### src/rtl/core/fqp_pkg.sv
// Shared types and codes for the FIFO queue with promote.
// Request and response structs, request and status codes, controller/datapath link.
// No dependencies.
`timescale 1ns / 1ps

package fqp_pkg;

  localparam logic [1:0] REQ_APPEND  = 2'd0;
  localparam logic [1:0] REQ_POP     = 2'd1;
  localparam logic [1:0] REQ_PROMOTE = 2'd2;
  localparam logic [1:0] REQ_SEARCH  = 2'd3;

  localparam logic [1:0] ST_OK       = 2'd0;
  localparam logic [1:0] ST_EMPTY    = 2'd1;
  localparam logic [1:0] ST_FULL     = 2'd2;
  localparam logic [1:0] ST_NOTFOUND = 2'd3;

  localparam int KEY_W = 16;
  localparam int PAY_W = 8;
  localparam int ENTRY_W = KEY_W + PAY_W;

  typedef struct packed {
    logic [1:0]       req_type;
    logic [KEY_W-1:0] entry_key;
    logic [PAY_W-1:0] entry_payload;
  } req_t;

  typedef struct packed {
    logic [1:0]       status;
    logic [KEY_W-1:0] result_key;
    logic [PAY_W-1:0] result_payload;
    logic [3:0]       result_position;
  } rsp_t;

  typedef enum logic [3:0] {
    OP_NONE,
    OP_LOAD,
    OP_APPEND,
    OP_POP_RD,
    OP_POP_DAT,
    OP_SCAN_INIT,
    OP_SCAN,
    OP_SHIFT_INIT,
    OP_SHIFT,
    OP_HEAD_WR,
    OP_RESULT
  } op_t;

  typedef struct packed {
    op_t        op;
    logic [1:0] status;
  } cmd_t;

  typedef struct packed {
    logic       empty;
    logic       full;
    logic       below_two;
    logic       promote;
    logic       hit;
    logic       scan_end;
    logic       shift_end;
    logic       out_free;
  } stat_t;

endpackage

### src/rtl/core/fqp_ram.sv
// Generic simple dual-port RAM: one write port, one read port, registered read.
// No dependencies.
`timescale 1ns / 1ps

module fqp_ram #(
  parameter int WIDTH = 24,
  parameter int DEPTH = 16,
  localparam int AW = (DEPTH > 1) ? $clog2(DEPTH) : 1
) (
  input  logic             clk,
  input  logic             we,
  input  logic [AW-1:0]    waddr,
  input  logic [WIDTH-1:0] wdata,
  input  logic             re,
  input  logic [AW-1:0]    raddr,
  output logic [WIDTH-1:0] rdata
);

  logic [WIDTH-1:0] mem [DEPTH];

  always_ff @(posedge clk) begin
    if (we) begin
      mem[waddr] <= wdata;
    end
    if (re) begin
      rdata <= mem[raddr];
    end
  end

endmodule

### src/rtl/core/fqp_ctrl.sv
// Controller state machine for the FIFO queue with promote.
// Sequences each request through the datapath; depends on fqp_pkg.
`timescale 1ns / 1ps

module fqp_ctrl import fqp_pkg::*; (
  input  logic       clk,
  input  logic       rst,
  input  logic       req_valid,
  input  logic [1:0] req_type,
  output logic       req_stall,
  input  stat_t      stat,
  output cmd_t       cmd
);

  typedef enum logic [9:0] {
    S_IDLE       = 10'b00_0000_0001,
    S_APPEND     = 10'b00_0000_0010,
    S_POP_RD     = 10'b00_0000_0100,
    S_POP_DAT    = 10'b00_0000_1000,
    S_SCAN_INIT  = 10'b00_0001_0000,
    S_SCAN       = 10'b00_0010_0000,
    S_SHIFT_INIT = 10'b00_0100_0000,
    S_SHIFT      = 10'b00_1000_0000,
    S_HEAD_WR    = 10'b01_0000_0000,
    S_RESULT     = 10'b10_0000_0000
  } state_t;

  state_t     state;
  state_t     state_next;
  logic [1:0] res_st;
  logic [1:0] res_st_next;

  always_ff @(posedge clk) begin
    if (rst) begin
      state  <= S_IDLE;
      res_st <= ST_OK;
    end else begin
      state  <= state_next;
      res_st <= res_st_next;
    end
  end

  assign req_stall = (state != S_IDLE);

  always_comb begin
    state_next  = state;
    res_st_next = res_st;
    cmd.op      = OP_NONE;
    cmd.status  = res_st;
    case (state)
      S_IDLE: begin
        if (req_valid) begin
          cmd.op = OP_LOAD;
          case (req_type)
            REQ_APPEND: state_next = S_APPEND;
            REQ_POP:    state_next = S_POP_RD;
            default:    state_next = S_SCAN_INIT;
          endcase
        end
      end
      S_APPEND: begin
        state_next = S_RESULT;
        if (stat.full) begin
          res_st_next = ST_FULL;
        end else begin
          cmd.op      = OP_APPEND;
          res_st_next = ST_OK;
        end
      end
      S_POP_RD: begin
        if (stat.empty) begin
          res_st_next = ST_EMPTY;
          state_next  = S_RESULT;
        end else begin
          cmd.op     = OP_POP_RD;
          state_next = S_POP_DAT;
        end
      end
      S_POP_DAT: begin
        cmd.op      = OP_POP_DAT;
        res_st_next = ST_OK;
        state_next  = S_RESULT;
      end
      S_SCAN_INIT: begin
        if (stat.promote && stat.below_two) begin
          res_st_next = ST_NOTFOUND;
          state_next  = S_RESULT;
        end else begin
          cmd.op     = OP_SCAN_INIT;
          state_next = S_SCAN;
        end
      end
      S_SCAN: begin
        cmd.op = OP_SCAN;
        if (stat.hit) begin
          if (stat.promote) begin
            state_next = S_SHIFT_INIT;
          end else begin
            res_st_next = ST_OK;
            state_next  = S_RESULT;
          end
        end else if (stat.scan_end) begin
          res_st_next = ST_NOTFOUND;
          state_next  = S_RESULT;
        end
      end
      S_SHIFT_INIT: begin
        cmd.op     = OP_SHIFT_INIT;
        state_next = S_SHIFT;
      end
      S_SHIFT: begin
        cmd.op = OP_SHIFT;
        if (stat.shift_end) begin
          state_next = S_HEAD_WR;
        end
      end
      S_HEAD_WR: begin
        cmd.op      = OP_HEAD_WR;
        res_st_next = ST_OK;
        state_next  = S_RESULT;
      end
      S_RESULT: begin
        if (stat.out_free) begin
          cmd.op     = OP_RESULT;
          state_next = S_IDLE;
        end
      end
      default: begin
        state_next = S_IDLE;
      end
    endcase
  end

endmodule

### src/rtl/core/fqp_dpath.sv
// Datapath for the FIFO queue with promote: circular entry store, scan and shift
// pointers, found-entry registers and the response register. Depends on fqp_pkg, fqp_ram.
`timescale 1ns / 1ps

module fqp_dpath import fqp_pkg::*; #(
  parameter int QUEUE_DEPTH = 16
) (
  input  logic  clk,
  input  logic  rst,
  input  req_t  req_data,
  input  cmd_t  cmd,
  output stat_t stat,
  output logic  rsp_valid,
  input  logic  rsp_stall,
  output rsp_t  rsp_data
);

  localparam int AW = (QUEUE_DEPTH > 1) ? $clog2(QUEUE_DEPTH) : 1;
  localparam int CW = $clog2(QUEUE_DEPTH + 1);
  localparam logic [CW:0]   DEPTH_S   = (CW + 1)'(QUEUE_DEPTH);
  localparam logic [CW-1:0] DEPTH_C   = CW'(QUEUE_DEPTH);
  localparam logic [AW-1:0] HEAD_LAST = AW'(QUEUE_DEPTH - 1);

  function automatic logic [AW-1:0] phys(input logic [AW-1:0] hd, input logic [CW-1:0] idx);
    logic [CW:0] s;
    s = (CW + 1)'(hd) + (CW + 1)'(idx);
    if (s >= DEPTH_S) begin
      s = s - DEPTH_S;
    end
    return s[AW-1:0];
  endfunction

  logic [AW-1:0]      head;
  logic [CW-1:0]      count;
  req_t               req_q;
  logic [CW-1:0]      rd_idx;
  logic               rd_live;
  logic [CW-1:0]      dat_idx;
  logic               dat_live;
  logic [KEY_W-1:0]   found_key;
  logic [PAY_W-1:0]   found_pay;
  logic [CW-1:0]      found_pos;
  logic [CW+3:0]      pos_ext;

  logic               we;
  logic [AW-1:0]      waddr;
  logic [ENTRY_W-1:0] wdata;
  logic               re;
  logic [AW-1:0]      raddr;
  logic [ENTRY_W-1:0] rdata;
  logic [KEY_W-1:0]   rd_key;
  logic [PAY_W-1:0]   rd_pay;
  logic               rd_more;
  logic               hit;

  fqp_ram #(
    .WIDTH (ENTRY_W),
    .DEPTH (QUEUE_DEPTH)
  ) u_store (
    .clk   (clk),
    .we    (we),
    .waddr (waddr),
    .wdata (wdata),
    .re    (re),
    .raddr (raddr),
    .rdata (rdata)
  );

  assign rd_key  = rdata[ENTRY_W-1:PAY_W];
  assign rd_pay  = rdata[PAY_W-1:0];
  assign rd_more = (rd_idx < count);
  assign hit     = dat_live && (rd_key == req_q.entry_key);
  assign pos_ext = (CW + 4)'(found_pos);

  always_comb begin
    stat.empty     = (count == '0);
    stat.full      = (count == DEPTH_C);
    stat.below_two = (count < CW'(2));
    stat.promote   = (req_q.req_type == REQ_PROMOTE);
    stat.hit       = hit;
    stat.scan_end  = !dat_live && !rd_more;
    stat.shift_end = !rd_live && !dat_live;
    stat.out_free  = !rsp_valid || !rsp_stall;
  end

  always_comb begin
    we    = 1'b0;
    waddr = '0;
    wdata = '0;
    re    = 1'b0;
    raddr = '0;
    case (cmd.op)
      OP_APPEND: begin
        we    = 1'b1;
        waddr = phys(head, count);
        wdata = {req_q.entry_key, req_q.entry_payload};
      end
      OP_POP_RD: begin
        re    = 1'b1;
        raddr = head;
      end
      OP_SCAN: begin
        re    = rd_more;
        raddr = phys(head, rd_idx);
      end
      OP_SHIFT: begin
        re    = rd_live;
        raddr = phys(head, rd_idx);
        we    = dat_live;
        waddr = phys(head, dat_idx + CW'(1));
        wdata = rdata;
      end
      OP_HEAD_WR: begin
        we    = 1'b1;
        waddr = head;
        wdata = {found_key, found_pay};
      end
      default: begin
      end
    endcase
  end

  always_ff @(posedge clk) begin
    if (rst) begin
      head      <= '0;
      count     <= '0;
      rd_live   <= 1'b0;
      dat_live  <= 1'b0;
      rsp_valid <= 1'b0;
    end else begin
      if (rsp_valid && !rsp_stall && (cmd.op != OP_RESULT)) begin
        rsp_valid <= 1'b0;
      end
      case (cmd.op)
        OP_LOAD: begin
          req_q     <= req_data;
          found_key <= '0;
          found_pay <= '0;
          found_pos <= '0;
        end
        OP_APPEND: begin
          count <= count + CW'(1);
        end
        OP_POP_DAT: begin
          found_key <= rd_key;
          found_pay <= rd_pay;
          found_pos <= '0;
          head      <= (head == HEAD_LAST) ? '0 : head + AW'(1);
          count     <= count - CW'(1);
        end
        OP_SCAN_INIT: begin
          rd_idx   <= (req_q.req_type == REQ_PROMOTE) ? CW'(1) : '0;
          dat_live <= 1'b0;
        end
        OP_SCAN: begin
          if (rd_more) begin
            rd_idx   <= rd_idx + CW'(1);
            dat_idx  <= rd_idx;
            dat_live <= 1'b1;
          end else begin
            dat_live <= 1'b0;
          end
          if (hit) begin
            found_key <= rd_key;
            found_pay <= rd_pay;
            found_pos <= dat_idx;
          end
        end
        OP_SHIFT_INIT: begin
          rd_idx   <= found_pos - CW'(1);
          rd_live  <= 1'b1;
          dat_live <= 1'b0;
        end
        OP_SHIFT: begin
          if (rd_live) begin
            dat_idx  <= rd_idx;
            dat_live <= 1'b1;
            if (rd_idx == '0) begin
              rd_live <= 1'b0;
            end else begin
              rd_idx <= rd_idx - CW'(1);
            end
          end else begin
            dat_live <= 1'b0;
          end
        end
        OP_RESULT: begin
          rsp_valid                <= 1'b1;
          rsp_data.status          <= cmd.status;
          rsp_data.result_key      <= (cmd.status == ST_OK) ? found_key : '0;
          rsp_data.result_payload  <= (cmd.status == ST_OK) ? found_pay : '0;
          rsp_data.result_position <= (cmd.status == ST_OK) ? pos_ext[3:0] : 4'd0;
        end
        default: begin
        end
      endcase
    end
  end

endmodule

### src/rtl/core/fifo_queue_with_promote_unit.sv
// FIFO queue with promote, top level: controller and datapath.
// Depends on fqp_pkg, fqp_ctrl, fqp_dpath, fqp_ram.
//
// Holds up to QUEUE_DEPTH entries (16-bit key, 8-bit payload) in one circular
// single-write, single-read RAM. Requests are taken one at a time; each returns
// exactly one response through a response register, so a new request may be
// accepted while the previous response waits. Search walks the queue from the head at
// one entry a cycle. Promote scans from position 1 the same way, then moves the
// entries ahead of the match back one slot at one entry a cycle and writes the
// match at the head. No clearing pass is needed after reset.
`timescale 1ns / 1ps

module fifo_queue_with_promote_unit import fqp_pkg::*; #(
  parameter int QUEUE_DEPTH = 16
) (
  input  logic clk,
  input  logic rst,
  input  logic req_valid,
  output logic req_stall,
  input  req_t req_data,
  output logic rsp_valid,
  input  logic rsp_stall,
  output rsp_t rsp_data
);

  cmd_t  cmd;
  stat_t stat;

  fqp_ctrl u_ctrl (
    .clk       (clk),
    .rst       (rst),
    .req_valid (req_valid),
    .req_type  (req_data.req_type),
    .req_stall (req_stall),
    .stat      (stat),
    .cmd       (cmd)
  );

  fqp_dpath #(
    .QUEUE_DEPTH (QUEUE_DEPTH)
  ) u_dpath (
    .clk       (clk),
    .rst       (rst),
    .req_data  (req_data),
    .cmd       (cmd),
    .stat      (stat),
    .rsp_valid (rsp_valid),
    .rsp_stall (rsp_stall),
    .rsp_data  (rsp_data)
  );

endmodule

### config.mk
export PLATFORM = sky130hd
export DESIGN_NAME = fifo_queue_with_promote_unit
export DESIGN_NICKNAME = d
export VERILOG_FILES = /design/src/rtl/core/fqp_pkg.sv /design/src/rtl/core/fqp_ram.sv /design/src/rtl/core/fqp_ctrl.sv /design/src/rtl/core/fqp_dpath.sv /design/src/rtl/core/fifo_queue_with_promote_unit.sv
export SDC_FILE = /design/constraint.sdc
export NUM_CORES = 1
export LEC_CHECK = 0
export BUFFER_PORTS_ARGS = -buffer_cell sky130_fd_sc_hd__buf_4
export CAP_MARGIN = 0
export CORE_MARGIN = 8
export CORE_UTILIZATION = 45
export CTS_CLUSTER_DIAMETER = 150
export CTS_CLUSTER_SIZE = 12
export DETAILED_ROUTE_END_ITERATION = 7
export GPL_TIMING_DRIVEN = 0
export SLEW_MARGIN = 20
export SYNTH_ARGS = -nofsm -noshare
export SYNTH_HDL_FRONTEND = slang
export SYNTH_SLANG_ARGS = --single-unit
### constraint.sdc
create_clock -name clk -period 5.6 [get_ports clk]
set_clock_uncertainty 0.1 [all_clocks]
set_input_delay 0.28 -clock clk [delete_from_list [all_inputs] [get_ports clk]]
set_output_delay 0.28 -clock clk [all_outputs]
set_load 0.05 [all_outputs]
==> impl_metrics.ini <==
[status]
status = finished clean

[final_layout]
layout_common_cells = edfxtp_1 (503), nand2_1 (290), a21oi_1 (172)
syn_to_final_growth_pct = 16.03
fin_nets = 1854
layout_commonest_cell = edfxtp_1
design_area_sq_mm = 0.02520
drive_gt1_share_pct = 13.52

[floorplanning]
fp.coreArea_sq_mm = 0.04765
io_pins = 62
rows = 80
dieHeight_microns = 235.7
dieArea_sq_mm = 0.05554
die_w_microns = 235.7
initial_core_util_pct = 45.58

[critical_path]
arrival_ns = 5.29
path_class = reg2reg
cp-end-kind = register
crit_required_ns = 5.85
critical_path.max_fanout = 12
crit_path_start_kind = register

[global_route]
grt_pass1_wl_microns = 90920
grt_pass1_vias = 13990
grt_max_degree = 27
grtUsageTotal_pct = 21.62
grt_overflow = 0
antenna_found_initial = 3

[timing]
setup_viol = 0
hold_viol_final = 0
fin_crit_sh_pct = 90.04
worst_slew_pin_slew_ns = 1.204
finalWorstSetupSlack_ns = 0.5578
rsz0062_at_grt = false
slew_violations = 0
max_freq_ghz = 0.1983
layout_min_cycle_time_ns = 5.042
fin_setup_tns_ns = 0
slew_headroom_pct = 19.75

[route]
first_iter_violations = 1754
viasPerCell = 5.890
antenna_left = 0
drc = 0
vias = 14300
wl_microns = 61270
post_drt_wl_per_cell_microns = 25.24
drt_first_pass_iters = 6

[clock_network]
cts.sinks = 527
cts_buffer_depth = 3
cts_tree = built
clk_pin_slew_worst_paths_ns = 0.06
cts_buffers = 49
clk_latency_ns = 0.60
htreeDepth = 2
cts-root-buf = clkbuf_16

[placed_design]
gp_congestion = 0.8650
placed_area_sq_mm = 0.02351
hpwl_microns = 42730
portBuffers = 61
place_ws_ns = -0.6436

[pwr]
p_leak_uw = 0.009155
power_uw = 7523
irDropWorstVdd_v = 0.0002002
powerDensity_mw_per_mm2 = 298.6

[synthesis]
synth_seq_cells = 527
synth_warnings = 0
synthArstFlopShare_pct = 0
synth-adder-area-share_pct = 1.464
synth-simple-area-share_pct = 10.44
synth_top_family_by_area = compound AO/OA/AOI/OAI gates
synthesis.area_sq_mm = 0.02171
netlist_instances = 1603
synth.distinct_cells = 65
synthTopCellsByArea = edfxtp_1 (70%), nand2_1 (5.0%), a21oi_1 (4.0%)
yosysTopAreaCell = edfxtp_1
synth_xor_area_share_pct = 1.452
muxShareOfSynthArea_pct = 0.2766
synth_top_cell_area_share_pct = 69.56
synth_edf_count = 503
synth-main-ff-cell = edfxtp_1
syn_avg_cell_area_sq_um = 13.55
synth_compound_area_share_pct = 11.68
syn_nets = 1656
synth-seq-area-share_pct = 71.77

[job]
drv_cap = 0

[worst_hold_path]
hp-class = in2reg
==> worst max-delay path, cell delays in order, from the launching register on <==
cell      delay (ns)
dfxtp_1         0.38
nor3_2          0.37
and4_1          0.35
clkbuf_2        0.32
buf_2           0.38
nor2_1          0.07
a21oi_1         0.15
ha_1            0.19
inv_1           0.06
fa_1            0.39
xor2_1          0.30
nor2_1          0.14
or2_2           0.30
a32oi_1         0.60
nor3_2          0.23
buf_4           0.25
buf_4           0.20
==> final timing paths <==
kind                            slack, ns  cells past startpoint                                     to                           from
worst max-delay path                 0.56                     16  u_dpath.u_store.mem[15][15]$_DFFE_PP_   u_ctrl.state[9]$_SDFFE_PP0P_
worst min-delay path                 0.29                      2            u_dpath.req_q[11]$_DFFE_PP_                   req_data[11]
worst max register to register       0.56                     16  u_dpath.u_store.mem[15][15]$_DFFE_PP_   u_ctrl.state[9]$_SDFFE_PP0P_
worst min register to register       0.42                      2          u_ctrl.res_st[0]$_SDFFE_PP0P_  u_ctrl.res_st[0]$_SDFFE_PP0P_
==> Yosys cell counts (4+ instances only) <==
library cell  count
a22oi_1          40
a211o_1           4
o21ai_0          13
buf_1             7
o22ai_1           5
inv_1            49
nand3_1          40
a21o_1           17
mux2i_1           6
buf_4             6
nand4_1           6
buf_2            30
ha_1             19
a32oi_1          45
edfxtp_1        503
nor4_1            5
a221oi_1          6
nor3b_1           9
dfxtp_1          24
a22o_1            4
a21oi_1         173
a221o_1          14
xor2_1           12
nand2_1         290
fa_1              4
nor2_1           33
and2_1           61
xnor2_1          24
buf_6             5
clkbuf_1         46
nor3_1           24
a222oi_1         24
a32o_1            4
==> report_power, final <==
part	switching, uW	total [uW]	internal (uW)
logic	116	194	78.7
registers	25.1	4340	4310
clock network	1390	2990	1600
==> sequential cells by signal (all words and copies together) (netlist names), 2 cells and up <==
signal                 cells
u_ctrl.res_st              2
u_ctrl.state              10
u_dpath.count              5
u_dpath.dat_idx            5
u_dpath.found_key         16
u_dpath.found_pay          8
u_dpath.found_pos          5
u_dpath.head               4
u_dpath.rd_idx             5
u_dpath.req_q             26
u_dpath.rsp_data          30
u_dpath.u_store.mem      384
u_dpath.u_store.rdata     24
==> routing by layer <==
layer | global-route usage [%] | share of wire (%)
met1 | 29.49 | 42
met2 | 34.56 | 46
met3 | 4.764 | 9.3
met4 | 6.311 | 2.7
met5 | 0 | 0
==> cell type report <==
type                            instances  area [sq um]
Sequential cell                       527         15580
Tap cell                              615         769.5
Multi-Input combinational cell        933          5633
Fill cell                            3971         22450
Inverter                               49         183.9
Clock buffer                           60          1289
Buffer                                 94         454.2
Clock inverter                          2         36.28
Timing Repair Buffer                  147          1242
Antenna cell                            1         2.502
==> metrics by stage <==
step	std cells	hold WS (ns)	util, %
detailed placement	2332	0.3596	49.33
global placement	2279	0.3592	48.17
floorplan	1603	0.2524	-
global route	2427	0.2807	52.88
finish	2428	0.2898	52.88
CTS	2427	0.2699	52.80
==> cell families after synthesis <==
logic type                 Yosys count
DFF                                527
and+or+nand+nor                    496
AOI/OAI and AO/OA                  372
buffers and inverters              143
xor gates and xnor gates            36
adders and majority gates           23
muxes                                6
==> timing repair <==
item | 4_1_cts | 5_1_grt
setup endpoints to repair | 206 | 313
endpoints found under the hold margin | 35 | 0
setup buffers | 2 | 0
resized for setup | 1 | 8
hold buffers | 31 | 0
(Power assumes the default switching activity.)
